### src/hdl/wsc_pkg.sv
`default_nettype none

package wsc_pkg;

    localparam int SAMPLE_BITS = 10;
    localparam int MAX_WINDOW  = 128;
    localparam int POS_BITS    = $clog2(MAX_WINDOW);
    localparam int LEN_BITS    = 8;
    localparam int PERIOD_BITS = 16;
    localparam int CROSS_BITS  = 7;
    localparam int CFG_BITS    = 10;

    localparam int IN_TDATA_BITS  = 16;
    localparam int OUT_TDATA_BITS = 40;

    localparam logic [LEN_BITS-1:0]    LEN_MIN       = 8'd2;
    localparam logic [LEN_BITS-1:0]    LEN_MAX       = 8'(MAX_WINDOW);
    localparam logic [LEN_BITS-1:0]    LEN_RESET     = 8'd100;
    localparam logic [SAMPLE_BITS-1:0] MID_RESET     = 10'd512;
    localparam logic [SAMPLE_BITS-1:0] SLOPE_RESET   = 10'd50;
    localparam logic [PERIOD_BITS-1:0] PERIOD_SAT    = 16'hFFFF;
    localparam logic [CROSS_BITS-1:0]  CROSS_MIN_CLS = 7'd2;

    typedef enum logic [1:0] {
        CFG_WINDOW_LENGTH = 2'd0,
        CFG_MID_LEVEL     = 2'd1,
        CFG_SLOPE_LIMIT   = 2'd2
    } t_cfg_idx;

    typedef enum logic [1:0] {
        WC_UNKNOWN  = 2'd0,
        WC_SQUARE   = 2'd1,
        WC_TRIANGLE = 2'd2,
        WC_SINE     = 2'd3
    } t_wave_class;

endpackage

`default_nettype wire

### src/hdl/waveform_shape_classifier.sv
// result: registered in the cycle after the accepted beat that closes a window
// throughput: one sample beat per cycle; beats that do not close a window give no result
// the input is taken whenever the result register is empty or being drained
// reset: i_rst_n synchronous, active low; registers return to 100 / 512 / 50,
// window state and the crossing counter clear, the result register empties
`default_nettype none

module waveform_shape_classifier
    import wsc_pkg::*;
(
    input  wire                        i_clk,
    input  wire                        i_rst_n,
    input  wire                        i_cfg_we,
    input  wire [1:0]                  i_cfg_idx,
    input  wire [CFG_BITS-1:0]         i_cfg_data,
    input  wire                        s_axis_tvalid,
    output logic                       s_axis_tready,
    // [9:0] sample, [15:10] zero
    input  wire [IN_TDATA_BITS-1:0]    s_axis_tdata,
    output logic                       m_axis_tvalid,
    input  wire                        m_axis_tready,
    // [1:0] wave_class, [11:2] peak_code, [27:12] period_samples,
    // [34:28] crossing_count, [39:35] zero
    output logic [OUT_TDATA_BITS-1:0]  m_axis_tdata
);

    logic [LEN_BITS-1:0]    r_window_length;
    logic [SAMPLE_BITS-1:0] r_mid_level;
    logic [SAMPLE_BITS-1:0] r_slope_limit;

    logic [POS_BITS-1:0]    r_pos, n_pos;
    logic [SAMPLE_BITS-1:0] r_prev_sample;
    logic [SAMPLE_BITS-1:0] r_prev_step, n_prev_step;
    logic [SAMPLE_BITS-1:0] r_peak, n_peak;
    logic [SAMPLE_BITS-1:0] r_largest, n_largest;
    logic [CROSS_BITS-1:0]  r_flat, n_flat;
    logic                   r_all_equal, n_all_equal;
    logic [CROSS_BITS-1:0]  r_cross, n_cross;
    logic [PERIOD_BITS-1:0] r_since, n_since;
    logic [PERIOD_BITS-1:0] r_period, n_period;

    logic                      r_out_valid;
    logic [OUT_TDATA_BITS-1:0] r_out_data, n_out_data;

    logic                   w_accept;
    logic [SAMPLE_BITS-1:0] w_sample;
    logic [LEN_BITS-1:0]    w_len;
    logic                   w_first;
    logic                   w_last;
    logic                   w_s_high, w_p_high, w_rising;
    logic [SAMPLE_BITS-1:0] w_step;
    logic [PERIOD_BITS-1:0] w_cnt;
    t_wave_class            w_class;

    assign s_axis_tready = !r_out_valid || m_axis_tready;
    assign w_accept      = s_axis_tvalid && s_axis_tready;
    assign w_sample      = s_axis_tdata[SAMPLE_BITS-1:0];
    assign m_axis_tvalid = r_out_valid;
    assign m_axis_tdata  = r_out_data;

    always_comb begin
        if (r_window_length < LEN_MIN) begin
            w_len = LEN_MIN;
        end else if (r_window_length > LEN_MAX) begin
            w_len = LEN_MAX;
        end else begin
            w_len = r_window_length;
        end
    end

    always_comb begin
        w_first  = (r_pos == '0);
        w_last   = ((LEN_BITS'(r_pos) + LEN_BITS'(1)) >= w_len);
        w_s_high = (w_sample >= r_mid_level);
        w_p_high = (r_prev_sample >= r_mid_level);
        w_rising = !w_p_high && w_s_high;
        w_step   = (w_sample >= r_prev_sample) ? (w_sample - r_prev_sample)
                                               : (r_prev_sample - w_sample);
        w_cnt    = (r_since != PERIOD_SAT) ? (r_since + PERIOD_BITS'(1)) : PERIOD_SAT;

        // a new window starts from cleared statistics
        n_peak      = w_first ? '0 : r_peak;
        n_largest   = w_first ? '0 : r_largest;
        n_flat      = w_first ? '0 : r_flat;
        n_all_equal = w_first ? 1'b1 : r_all_equal;
        n_cross     = w_first ? '0 : r_cross;
        n_period    = w_first ? '0 : r_period;
        n_prev_step = w_first ? '0 : r_prev_step;

        if (w_sample > n_peak) begin
            n_peak = w_sample;
        end

        if (w_rising) begin
            n_period = w_cnt;
            n_since  = '0;
        end else begin
            n_since  = w_cnt;
        end

        if (!w_first) begin
            if (w_step > n_largest) begin
                n_largest = w_step;
            end
            if (w_step == '0) begin
                n_flat = n_flat + CROSS_BITS'(1);
            end
            if ((r_pos != POS_BITS'(1)) && (w_step != n_prev_step)) begin
                n_all_equal = 1'b0;
            end
            n_prev_step = w_step;
            if (w_s_high != w_p_high) begin
                n_cross = n_cross + CROSS_BITS'(1);
            end
        end

        n_pos = w_last ? '0 : (r_pos + POS_BITS'(1));

        if (LEN_BITS'(n_flat) > (w_len >> 1)) begin
            w_class = WC_SQUARE;
        end else if (n_all_equal && (n_cross >= CROSS_MIN_CLS)) begin
            w_class = WC_TRIANGLE;
        end else if ((n_cross >= CROSS_MIN_CLS) && (n_largest > r_slope_limit)
                     && !n_all_equal) begin
            w_class = WC_SINE;
        end else begin
            w_class = WC_UNKNOWN;
        end

        n_out_data = {5'b0, n_cross, n_period, n_peak, w_class};
    end

    always_ff @(posedge i_clk) begin
        if (!i_rst_n) begin
            r_window_length <= LEN_RESET;
            r_mid_level     <= MID_RESET;
            r_slope_limit   <= SLOPE_RESET;
        end else if (i_cfg_we) begin
            case (i_cfg_idx)
                CFG_WINDOW_LENGTH: r_window_length <= i_cfg_data[LEN_BITS-1:0];
                CFG_MID_LEVEL:     r_mid_level     <= i_cfg_data;
                CFG_SLOPE_LIMIT:   r_slope_limit   <= i_cfg_data;
                default: ;
            endcase
        end
    end

    always_ff @(posedge i_clk) begin
        if (!i_rst_n) begin
            r_pos         <= '0;
            r_prev_sample <= '0;
            r_prev_step   <= '0;
            r_peak        <= '0;
            r_largest     <= '0;
            r_flat        <= '0;
            r_all_equal   <= 1'b1;
            r_cross       <= '0;
            r_since       <= '0;
            r_period      <= '0;
        end else if (w_accept) begin
            r_pos         <= n_pos;
            r_prev_sample <= w_sample;
            r_prev_step   <= n_prev_step;
            r_peak        <= n_peak;
            r_largest     <= n_largest;
            r_flat        <= n_flat;
            r_all_equal   <= n_all_equal;
            r_cross       <= n_cross;
            r_since       <= n_since;
            r_period      <= n_period;
        end
    end

    always_ff @(posedge i_clk) begin
        if (!i_rst_n) begin
            r_out_valid <= 1'b0;
        end else if (w_accept && w_last) begin
            r_out_valid <= 1'b1;
        end else if (m_axis_tready) begin
            r_out_valid <= 1'b0;
        end
    end

    always_ff @(posedge i_clk) begin
        if (w_accept && w_last) begin
            r_out_data <= n_out_data;
        end
    end

endmodule

`default_nettype wire

### config.mk
export PLATFORM = sky130hd
export DESIGN_NAME = waveform_shape_classifier
export DESIGN_NICKNAME = d
export VERILOG_FILES = /design/src/hdl/wsc_pkg.sv /design/src/hdl/waveform_shape_classifier.sv
export SDC_FILE = /design/constraint.sdc
export NUM_CORES = 1
export LEC_CHECK = 0
export BUFFER_PORTS_ARGS = -buffer_cell sky130_fd_sc_hd__buf_2
export CELL_PAD_IN_SITES_DETAIL_PLACEMENT = 1
export CELL_PAD_IN_SITES_GLOBAL_PLACEMENT = 2
export CORE_MARGIN = 5
export CORE_UTILIZATION = 38
export CTS_BUF_LIST = sky130_fd_sc_hd__clkbuf_8
export CTS_CLUSTER_SIZE = 16
export DETAILED_ROUTE_END_ITERATION = 8
export PLACE_DENSITY_LB_ADDON = 0.1
export SYNTH_ARGS = -nofsm -noshare
export SYNTH_HDL_FRONTEND = slang
export SYNTH_SLANG_ARGS = --single-unit
### constraint.sdc
create_clock -name i_clk -period 7.9 [get_ports i_clk]
set_clock_uncertainty 0.2 [all_clocks]
set_input_delay 1.185 -clock i_clk [delete_from_list [all_inputs] [get_ports i_clk]]
set_output_delay 1.185 -clock i_clk [all_outputs]
set_load 0.1 [all_outputs]
==> metrics.md, run 1 <==
| Metric | Value |
|---|---|
| Slew margin rel. | 35.3% |
| Grt total ovfl | 0 |
| GP Congestion | 0.789 |
| PwrDens | 181 mW/mm² |
| Routed WL | 28700 µm |
| Share of power burned in registers | about 44% |
| DRT iter0 DRCs | around 480 |
| Initial antenna violation count | 0 |
| Top-count cell post-synth | nand2_1 |
| Die height | 172 µm |
| Initial core utilization | 38.3% |
| FF+latch count, synth | 158 |
| Total CTS buffers | 17 |
| Number of diodes | 0 |
| Reg2reg setup slack | 1.29 ns |
| IO Count | 75 |
| Crit. End Element | flop |
| Share of layout cells above drive strength 1 | roughly an eighth |
| Vias in the first global route | slightly below 9000 |
| Die X-Extent | 172 µm |
| Sink Count | between 150 and 200 |
| Share of Yosys cell area claimed by the top area cell type | 24.8% |
| Bufs on Longest Clock Path | 2 |
| Setup Fix Bufs, Post-CTS | 0 |
| Pleak | 4.46 nW |
| Setup TNS | 0 ns |
| Routed len/inst | between 15 and 20 µm |
| Period utilization | roughly nine tenths |
| Die area | 0.0294 mm² |
| Worst-path cell with the longest stage delay | o21ai_2 |
| Total global-route track usage | 20.0% |
| H-Tree Depth | 4 |
| Worst Path Max Fanout | 9 |
| Syn Std Cell Area | slightly below 0.01 mm² |
| Fill cells | 3171 |
| Post-synth EDFFs | 35 |
| Synthesized area per cell | 8.17 µm² |
| PortBufs | 63 |
| Synth Instances | 1214 |
| Final nets | 1379 |
| Synth warnings | 0 |
| Worst-Margin Slew | 0.971 ns |
| Largest stage delay, worst path | 0.53 ns |
| Clock Power Share | slightly below 30% |
| DRC violations left | 0 |
| Tmin final | 7.15 ns |
| Fmax | 0.140 GHz |
| Synth top cells by count | nand2_1, dfxtp_1, nor2_1, a21oi_1, ha_1 |
| Vias per cell | 5.47 |
| RSZ-0062 raised after global routing | no |
| Clock root cell | clkbuf_8 |
| Worst skew pair latency | 0.46 ns |
| Required @ worst endpoint | 7.91 ns |
| Detailed placement HPWL | 20900 µm |
| Area delta synth->final | 9.94% |
| Hold Crit Class | flop to flop |
| Net switching fraction of the power | 35.7% |
| Vias | a little under 9000 |
| Synth async-reset ratio | 0% |
| Fin. max-slew vios | 0 |
| CTS Hold Bufs | 0 |
| Gate power share | 26.1% |
| Setup CP Type | primary input to flop |
| Final non-filler cell total | 1602 |
| Yosys cell types | 90 |
| Dominant cell type by area after synthesis | dfxtp_1 |
| First-pass GRT wire length | 47400 µm |
| Largest net degree at the start of global routing | 61 |
| P_int | 1.27 mW |
| Crit path arrival time | a little over 7 ns |
| Core area | approximately 0.026 mm² |
| CTS tree | yes |
| CP Launch Type | primary input |
| Max-cap violations | 0 |
| Cell repeated most along the worst path | a21o_1 |
| Hold Violations, Final | 0 |
| Register area share after synthesis | around 35% |
| Area contributors post-synth | dfxtp_1, ha_1, edfxtp_1, nand2_1, a21oi_1 |
| Clk slew on worst S/H paths | 0.09 ns |
| # setup viols final | 0 |
| # resized after CTS | 0 |
| VDD IR max | around 0.073 mV |
| Post-route ant nets | 0 |
| Placed cells | 1570 |
| Row count | 59 |
| Sw power | 0.704 mW |
| Drt first pass iters | 4 |
| Outcome | finished, final reports clean |
| Ys flop type | dfxtp_1 |
[through the flow]
stage / worst slack [ns] / cell area, µm² / total power [mW] / util [%] / hold slack, ns
6_report: 0.747 / 10900 / 1.97 / 42.1 / 0.263
5_1_grt: 0.134 / 10900 / 2.10 / 42.1 / 0.277
3_3_place_gp: 0.282 / 10500 / 1.40 / 40.7 / 0.224
3_5_place_dp: 0.251 / 10500 / 1.41 / 40.7 / 0.244
2_1_floorplan: 1.00 / 9940 / 1.25 / - / 0.211
4_1_cts: 0.750 / 10900 / 2.00 / 42.1 / 0.263
[logic make-up after synthesis]
logic type               after synthesis  share of synthesized area [%]
multiplexers                          23                           2.35
other                                  1                         0.0378
AO/OA/AOI/OAI                        293                           18.9
XOR/XNOR                              35                           3.09
flip-flops                           158                           35.4
adder cells (fa/ha/maj)               93                           11.9
buffers and inverters                132                           5.59
AND/OR/NAND/NOR                      479                           22.7
[flip-flops by register name, indices dropped and copies added, names as in the netlist, 8 cells and up]
register	cells
r_peak	10
r_prev_sample	10
r_period	16
r_mid_level	10
m_axis_tdata	35
r_largest	10
r_slope_limit	10
r_since	16
r_prev_step	10
r_window_length	8
[final cells by class]
| cell class | instances | area, µm² | area share (%) |
|---|---|---|---|
| timing repair buffer | 89 | 510 | 4.68 |
| clock inverter | 15 | 128 | 1.17 |
| tap | 335 | 419 | 3.84 |
| clock buffer | 17 | 234 | 2.15 |
| multi-input combinational | 928 | 5880 | 53.9 |
| sequential | 158 | 3510 | 32.2 |
| inverter | 60 | 226 | 2.08 |
[power groups by stage]
stage	Clock [mW]	Sequential, mW	Combinational, mW
after detailed placement	0	0.889	0.517
after global placement	0	0.888	0.507
final	0.587	0.871	0.514
after global routing	0.644	0.875	0.581
after floorplan	0	0.884	0.371
after CTS	0.608	0.871	0.519
[worst paths after layout]
check,endpoint,from,cells after the start
hold reg to reg,r_largest[0]$_SDFFE_PN0P_,r_largest[0]$_SDFFE_PN0P_,2
hold / removal,r_largest[0]$_SDFFE_PN0P_,r_largest[0]$_SDFFE_PN0P_,2
setup reg to reg,m_axis_tdata[1]$_SDFFCE_PN0P_,r_prev_sample[1]$_SDFFE_PN0P_,25
setup / recovery,m_axis_tdata[1]$_SDFFCE_PN0P_,s_axis_tdata[0],28
[per-layer routing]
layer,up-vias,GRT usage [%],wire length [µm]
met4,0,3.89,271
met1,4308,29.3,15000
li1,4358,-,-
met5,-,0,0
met2,89,31.8,12800
met3,15,2.60,690
[layout by cell type, fill, tap and decap left out, types with 18 or more instances in the layout]
cell type,synthesis,routed
buf_4,8,26
a31oi_1,20,20
mux2i_1,21,21
a21oi_1,101,101
xnor2_1,18,18
nor3_1,31,31
inv_1,59,60
buf_2,5,63
nand2_1,192,190
o21ai_0,56,56
nand3_1,33,33
dfxtp_1,123,123
a21o_1,31,31
nor2_1,120,120
ha_1,90,90
edfxtp_1,35,35
[critical path, delay by kind of cell]
kind	cells	cell delay (ns)
AND/OR/NAND/NOR	6	1.25
AO/OA/AOI/OAI	14	3.14
adder cells (fa/ha/maj)	4	1.13
multiplexers	1	0.17
buffers and inverters	3	0.26
Note: power is estimated with default switching activity, not from simulation.
==> run 2: changes to the inputs <==
Settings changed: CORE_ASPECT_RATIO from default to 1.25, SKIP_CTS_REPAIR_TIMING from default to 1.
==> metrics.md, run 2 (synthesized netlist as in run 1, its figures left out) <==
| Metric | Value |
|---|---|
| Outcome | finished, final reports clean |
| Pleak | 4.47 nW (+0.20%) |
| Row count | 66 (+12%) |
| DRT iter0 DRCs | 295 (-38%) |
| Vias per cell | 5.47 (about the same) |
| Vias in the first global route | 9152 (+2.8%) |
| Place WS | 0.189 ns (-0.0624 ns) |
| Number of diodes | 0 (unchanged) |
| Total CTS buffers | 17 (unchanged) |
| Worst Path Max Fanout | 9 (unchanged) |
| First-pass GRT wire length | 47700 µm (+0.67%) |
| Sw power | 0.663 mW (-5.9%) |
| Routed WL | 29000 µm (+1.1%) |
| Clock Power Share | 31.5% (+1.7 points) |
| CP bufs+invs | 3 (unchanged) |
| Net switching fraction of the power | 32.9% (-2.8 points) |
| Drt first pass iters | 4 (unchanged) |
| DRC violations left | 0 (unchanged) |
| Final nets | 1375 (-0.29%) |
| Worst skew pair latency | 0.47 ns (about the same) |
| Die X-Extent | 155 µm (-9.9%) |
| Max-cap violations | 0 (unchanged) |
| Final worst slack | 0.740 ns (-0.00679 ns) |
| Sink Count | 158 (unchanged) |
| Grt total ovfl | 0 (unchanged) |
| VDD IR max | 0.122 mV (+68%) |
| RSZ-0062 raised after global routing | no |
| Worst-path cell with the longest stage delay | o21ai_2 |
| Post-Route Utilization | 42.1% (about the same) |
| Most common cell after layout, fill and taps aside | nand2_1 |
| GP Congestion | 0.771 (-2.2%) |
| Share of power burned in registers | 43.2% (-1.0 points) |
| Required @ worst endpoint | 7.93 ns (+0.02 ns) |
| Max reg flops | 35 (unchanged) |
| Worst-Margin Slew | 0.955 ns (-0.0163 ns) |
| Clock root cell | clkbuf_8 |
| Setup TNS | 0 ns (unchanged) |
| Period utilization | 90.6% (about the same) |
| Area delta synth->final | 10.1% |
| Fin. max-slew vios | 0 (unchanged) |
| PortBufs | 63 (unchanged) |
| Commonest non-fill, non-tap cells in the layout | nand2_1, dfxtp_1, nor2_1 |
| Initial antenna violation count | 0 (unchanged) |
| Routed len/inst | 18.1 µm (+1.0%) |
| CP Launch Type | primary input |
| Post-route ant nets | 0 (unchanged) |
| Crit path arrival time | 7.19 ns (+0.03 ns) |
| Largest stage delay, worst path | 0.50 ns (-0.03 ns) |
| P_int | 1.35 mW (+6.8%) |
| Tmin final | 7.16 ns (+0.00679 ns) |
| Vias | 8769 (-0.011%) |
| Hold Crit Class | flop to flop |
| Core area | 0.0259 mm² (about the same) |
| Gate power share | 25.3% (-0.8 points) |
| Hold Slack | 0.254 ns (-0.00904 ns) |
| Die height | 191 µm (+11%) |
| CTS tree | yes |
| Bufs on Longest Clock Path | 2 (unchanged) |
| Share of layout cells above drive strength 1 | 11.7% (-0.36 points) |
| H-Tree Depth | 4 (unchanged) |
| IO Count | 75 (unchanged) |
| Initial core utilization | 38.3% (about the same) |
| Hold Violations, Final | 0 (unchanged) |
| Detailed placement HPWL | 21300 µm (+1.7%) |
| Die area | 0.0295 mm² (about the same) |
| Clk slew on worst S/H paths | 0.09 ns (about the same) |
| Setup CP Type | primary input to flop |
| Fmax | 0.140 GHz (about the same) |
| # setup viols final | 0 (unchanged) |
| CP delay by family, top | compound AO/OA/AOI/OAI gates |
| Total global-route track usage | 20.1% (+0.11 points) |
| Cell repeated most along the worst path | a21o_1 |
| PwrDens | 185 mW/mm² (+2.2%) |
| Crit. End Element | flop |
| Slew margin rel. | 36.4% (+1.1 points) |
| Largest net degree at the start of global routing | 60 (-1.6%) |
[run 2: metal layers]
metal / vias up / routed length (µm) / global-route usage (%)
met5: - / 0 / 0
met4: 0 / 710 / 6.49
met3: 36 / 593 / 2.93
met2: 94 / 15500 / 38.3
met1: 4282 / 12300 / 22.9
li1: 4357 / - / -
[run 2: tightest hold or removal path: stages, from the launching register on]
cell and delay, ns:
dfxtp_1 0.33, nand2_1 0.05, o41ai_1 0.05
[run 2: per-stage QoR]
stage / total power [mW] / instances / instance area (µm²)
detailed placement: 1.41 / 1571 / 10500
CTS: 2.05 / 1603 / 10900
floorplan: 1.25 / 1218 / 9940
global route: 2.14 / 1603 / 10900
global placement: 1.40 / 1571 / 10500
finish: 2.02 / 1603 / 10900
[run 2: power groups by stage]
stage	Combinational (mW)	Clock, mW	Sequential (mW)
after floorplan	0.371	0	0.884
after global placement	0.508	0	0.888
after detailed placement	0.516	0	0.889
after CTS	0.520	0.656	0.871
after global routing	0.575	0.694	0.875
final	0.511	0.635	0.871
[run 2: final timing paths]
check | start | end | slack [ns] | cells past startpoint
setup / recovery | s_axis_tdata[0] | m_axis_tdata[1]$_SDFFCE_PN0P_ | 0.74 | 26
hold reg to reg | r_largest[0]$_SDFFE_PN0P_ | r_largest[0]$_SDFFE_PN0P_ | 0.25 | 2
setup reg to reg | r_prev_sample[1]$_SDFFE_PN0P_ | m_axis_tdata[1]$_SDFFCE_PN0P_ | 1.30 | 23
hold / removal | r_largest[0]$_SDFFE_PN0P_ | r_largest[0]$_SDFFE_PN0P_ | 0.25 | 2
[run 2: cell type report]
cell class / count / area (µm²)
inverters: 60 / 226
well taps: 340 / 425
fillers: 3167 / 15000
clock buffers: 18 / 248
clock inverters: 14 / 150
repair buffers: 85 / 480
multi-input cells: 928 / 5880
flip-flops and latches: 158 / 3510
==> run 3: changes to the inputs <==
Settings changed: CORE_UTILIZATION 38 to 34.
Clock period 7.9 ns to 6.5 ns, I/O delays scaled along.
==> metrics.md, run 3 (synthesized netlist as in run 1, its figures left out) <==
| Metric | Value |
|---|---|
| Outcome | finished, final reports clean |
| Sink Count | 158 (unchanged) |
| DRC violations left | 0 (unchanged) |
| Crit. End Element | flop |
| # setup viols final | 0 (unchanged) |
| WHS Path Cells | 2 (unchanged) |
| Hold Violations, Final | 0 (unchanged) |
| Reg2Reg Depth | 26 (+13%) |
| Row count | 70 (+6.1%) |
| Area delta synth->final | 17.0% |
| Worst Path Max Fanout | 3 (-6) |
| Fill cells | 3587 (+13%) |
| CP Launch Type | primary input |
| H-Tree Depth | 4 (unchanged) |
| Crit path arrival time | 6.20 ns (-0.99 ns) |
| Bufs on Longest Clock Path | 2 (unchanged) |
| Routed WL | 31300 µm (+7.7%) |
| First-pass GRT wire length | 50200 µm (+5.3%) |
| PwrDens | 222 mW/mm² (+20%) |
| Drt first pass iters | 4 (unchanged) |
| Final non-filler cell total | 1732 (+8.0%) |
| Max-cap violations | 0 (unchanged) |
| Die X-Extent | 163 µm (+5.3%) |
| Clock root cell | clkbuf_8 |
| Placed cells | 1699 (+8.1%) |
| Share of layout cells above drive strength 1 | 17.7% (+5.9 points) |
| Initial antenna violation count | 0 (unchanged) |
| Worst-Margin Slew | 0.994 ns (+0.0390 ns) |
| Fin. max-slew vios | 0 (unchanged) |
| Pleak | 4.84 nW (+8.3%) |
| Total global-route track usage | 19.2% (-0.93 points) |
| RSZ-0062 raised after global routing | no |
| Post-route ant nets | 0 (unchanged) |
| CP delay by family, top | compound AO/OA/AOI/OAI gates |
| Worst path depth | 29 (+12%) |
| DRT iter0 DRCs | 362 (+23%) |
| Worst skew pair latency | 0.47 ns (about the same) |
| Commonest non-fill, non-tap cells in the layout | nand2_1, dfxtp_1, nor2_1 |
| Worst-path cell with the longest stage delay | a221o_1 |
| Die height | 201 µm (+5.4%) |
| Detailed placement HPWL | 23300 µm (+9.5%) |
| Routed len/inst | 18.1 µm (-0.28%) |
| Vias | 9032 (+3.0%) |
| Grt total ovfl | 0 (unchanged) |
| Initial core utilization | 34.1% (-4.1 points) |
| CTS tree | yes |
| Clk slew on worst S/H paths | 0.08 ns (about the same) |
| Slew margin rel. | 33.5% (-2.8 points) |
| Vias in the first global route | 9323 (+1.9%) |
| Period utilization | 95.1% |
| Die area | 0.0327 mm² (+11%) |
| Hold Crit Class | flop to flop |
| Largest net degree at the start of global routing | 53 (-12%) |
| GP Congestion | 0.794 (+3.0%) |
| Required @ worst endpoint | 6.52 ns (-1.41 ns) |
| Fmax | 0.162 GHz |
| Setup CP Type | primary input to flop |
| PortBufs | 63 (unchanged) |
| VDD IR max | 0.103 mV (-16%) |
| Core area | 0.0291 mm² (+12%) |
| Vias per cell | 5.21 (-4.7%) |
| Power Total | 2.57 mW (+28%) |
| Most common cell after layout, fill and taps aside | nand2_1 |
| Number of diodes | 0 (unchanged) |
| IO Count | 75 (unchanged) |
| Final nets | 1448 (+5.3%) |
| CP bufs+invs | 3 (unchanged) |
| Tmin final | 6.18 ns |
| Final Cell Area | 0.0116 mm² (+6.3%) |
| Total CTS buffers | 17 (unchanged) |
| Largest stage delay, worst path | 0.40 ns (-0.10 ns) |
| Max reg flops | 35 (unchanged) |
| Placed Area | 0.0112 mm² (+6.0%) |
-- run 3: worst reg2reg max path, stage by stage, from the launching register on --
cell and delay [ns]:
dfxtp_1 0.49, inv_1 0.12, fa_2 0.35, a21o_1 0.22
a221o_1 0.40, o21ai_2 0.15, a21oi_1 0.10, or3b_4 0.40
and2_4 0.17, ha_4 0.23, a21oi_1 0.13, nor2_1 0.05
nor2_1 0.10, o21ai_1 0.08, a21o_1 0.19, nor2_2 0.11
mux2i_2 0.26, nor2_1 0.07, ha_1 0.33, a21o_1 0.16
a21o_1 0.18, a21oi_2 0.13, nor2_1 0.06, a2111oi_2 0.31
a31oi_2 0.11, or3b_4 0.38, o21ba_2 0.20
-- run 3: area by class of cell --
type | instances | area [µm²] | share of cell area [%]
multi-input combinational | 928 | 5940 | 51.2
sequential | 158 | 3510 | 30.3
timing repair buffer | 158 | 1030 | 8.86
tap | 396 | 495 | 4.27
clock buffer | 18 | 248 | 2.13
inverter | 60 | 226 | 1.95
clock inverter | 14 | 153 | 1.32
-- run 3: per-layer routing --
layer,GRT usage [%],share of wire [%]
met2,37.0,55
met5,0,0
met3,2.53,1.5
met1,22.1,43
met4,4.55,1.2
-- run 3: power breakdown --
group | total (mW) | leakage [nW] | switching, mW | internal, mW
Combinational | 0.731 | 3.29 | 0.428 | 0.303
Sequential | 1.06 | 1.33 | 0.0232 | 1.03
Clock | 0.782 | 0.218 | 0.397 | 0.385
-- run 3: final timing paths --
check	startpoint	to	slack [ns]
max	s_axis_tdata[0]	m_axis_tdata[1]$_SDFFCE_PN0P_	0.32
min	r_largest[0]$_SDFFE_PN0P_	r_largest[0]$_SDFFE_PN0P_	0.25
max reg2reg	r_prev_sample[1]$_SDFFE_PN0P_	m_axis_tdata[1]$_SDFFCE_PN0P_	0.60
min reg2reg	r_largest[0]$_SDFFE_PN0P_	r_largest[0]$_SDFFE_PN0P_	0.25
-- run 3: per-stage QoR --
step                      TNS (ns)  hold WS (ns)  util (%)  worst slack (ns)
after floorplan                  0         0.211         -            0.0387
after global placement      -0.291         0.223      38.4            -0.275
after detailed placement    -0.465         0.232      38.4            -0.339
after CTS                        0         0.250      39.7             0.160
after global routing             0         0.285      39.9            0.0136
final                            0         0.252      39.9             0.320
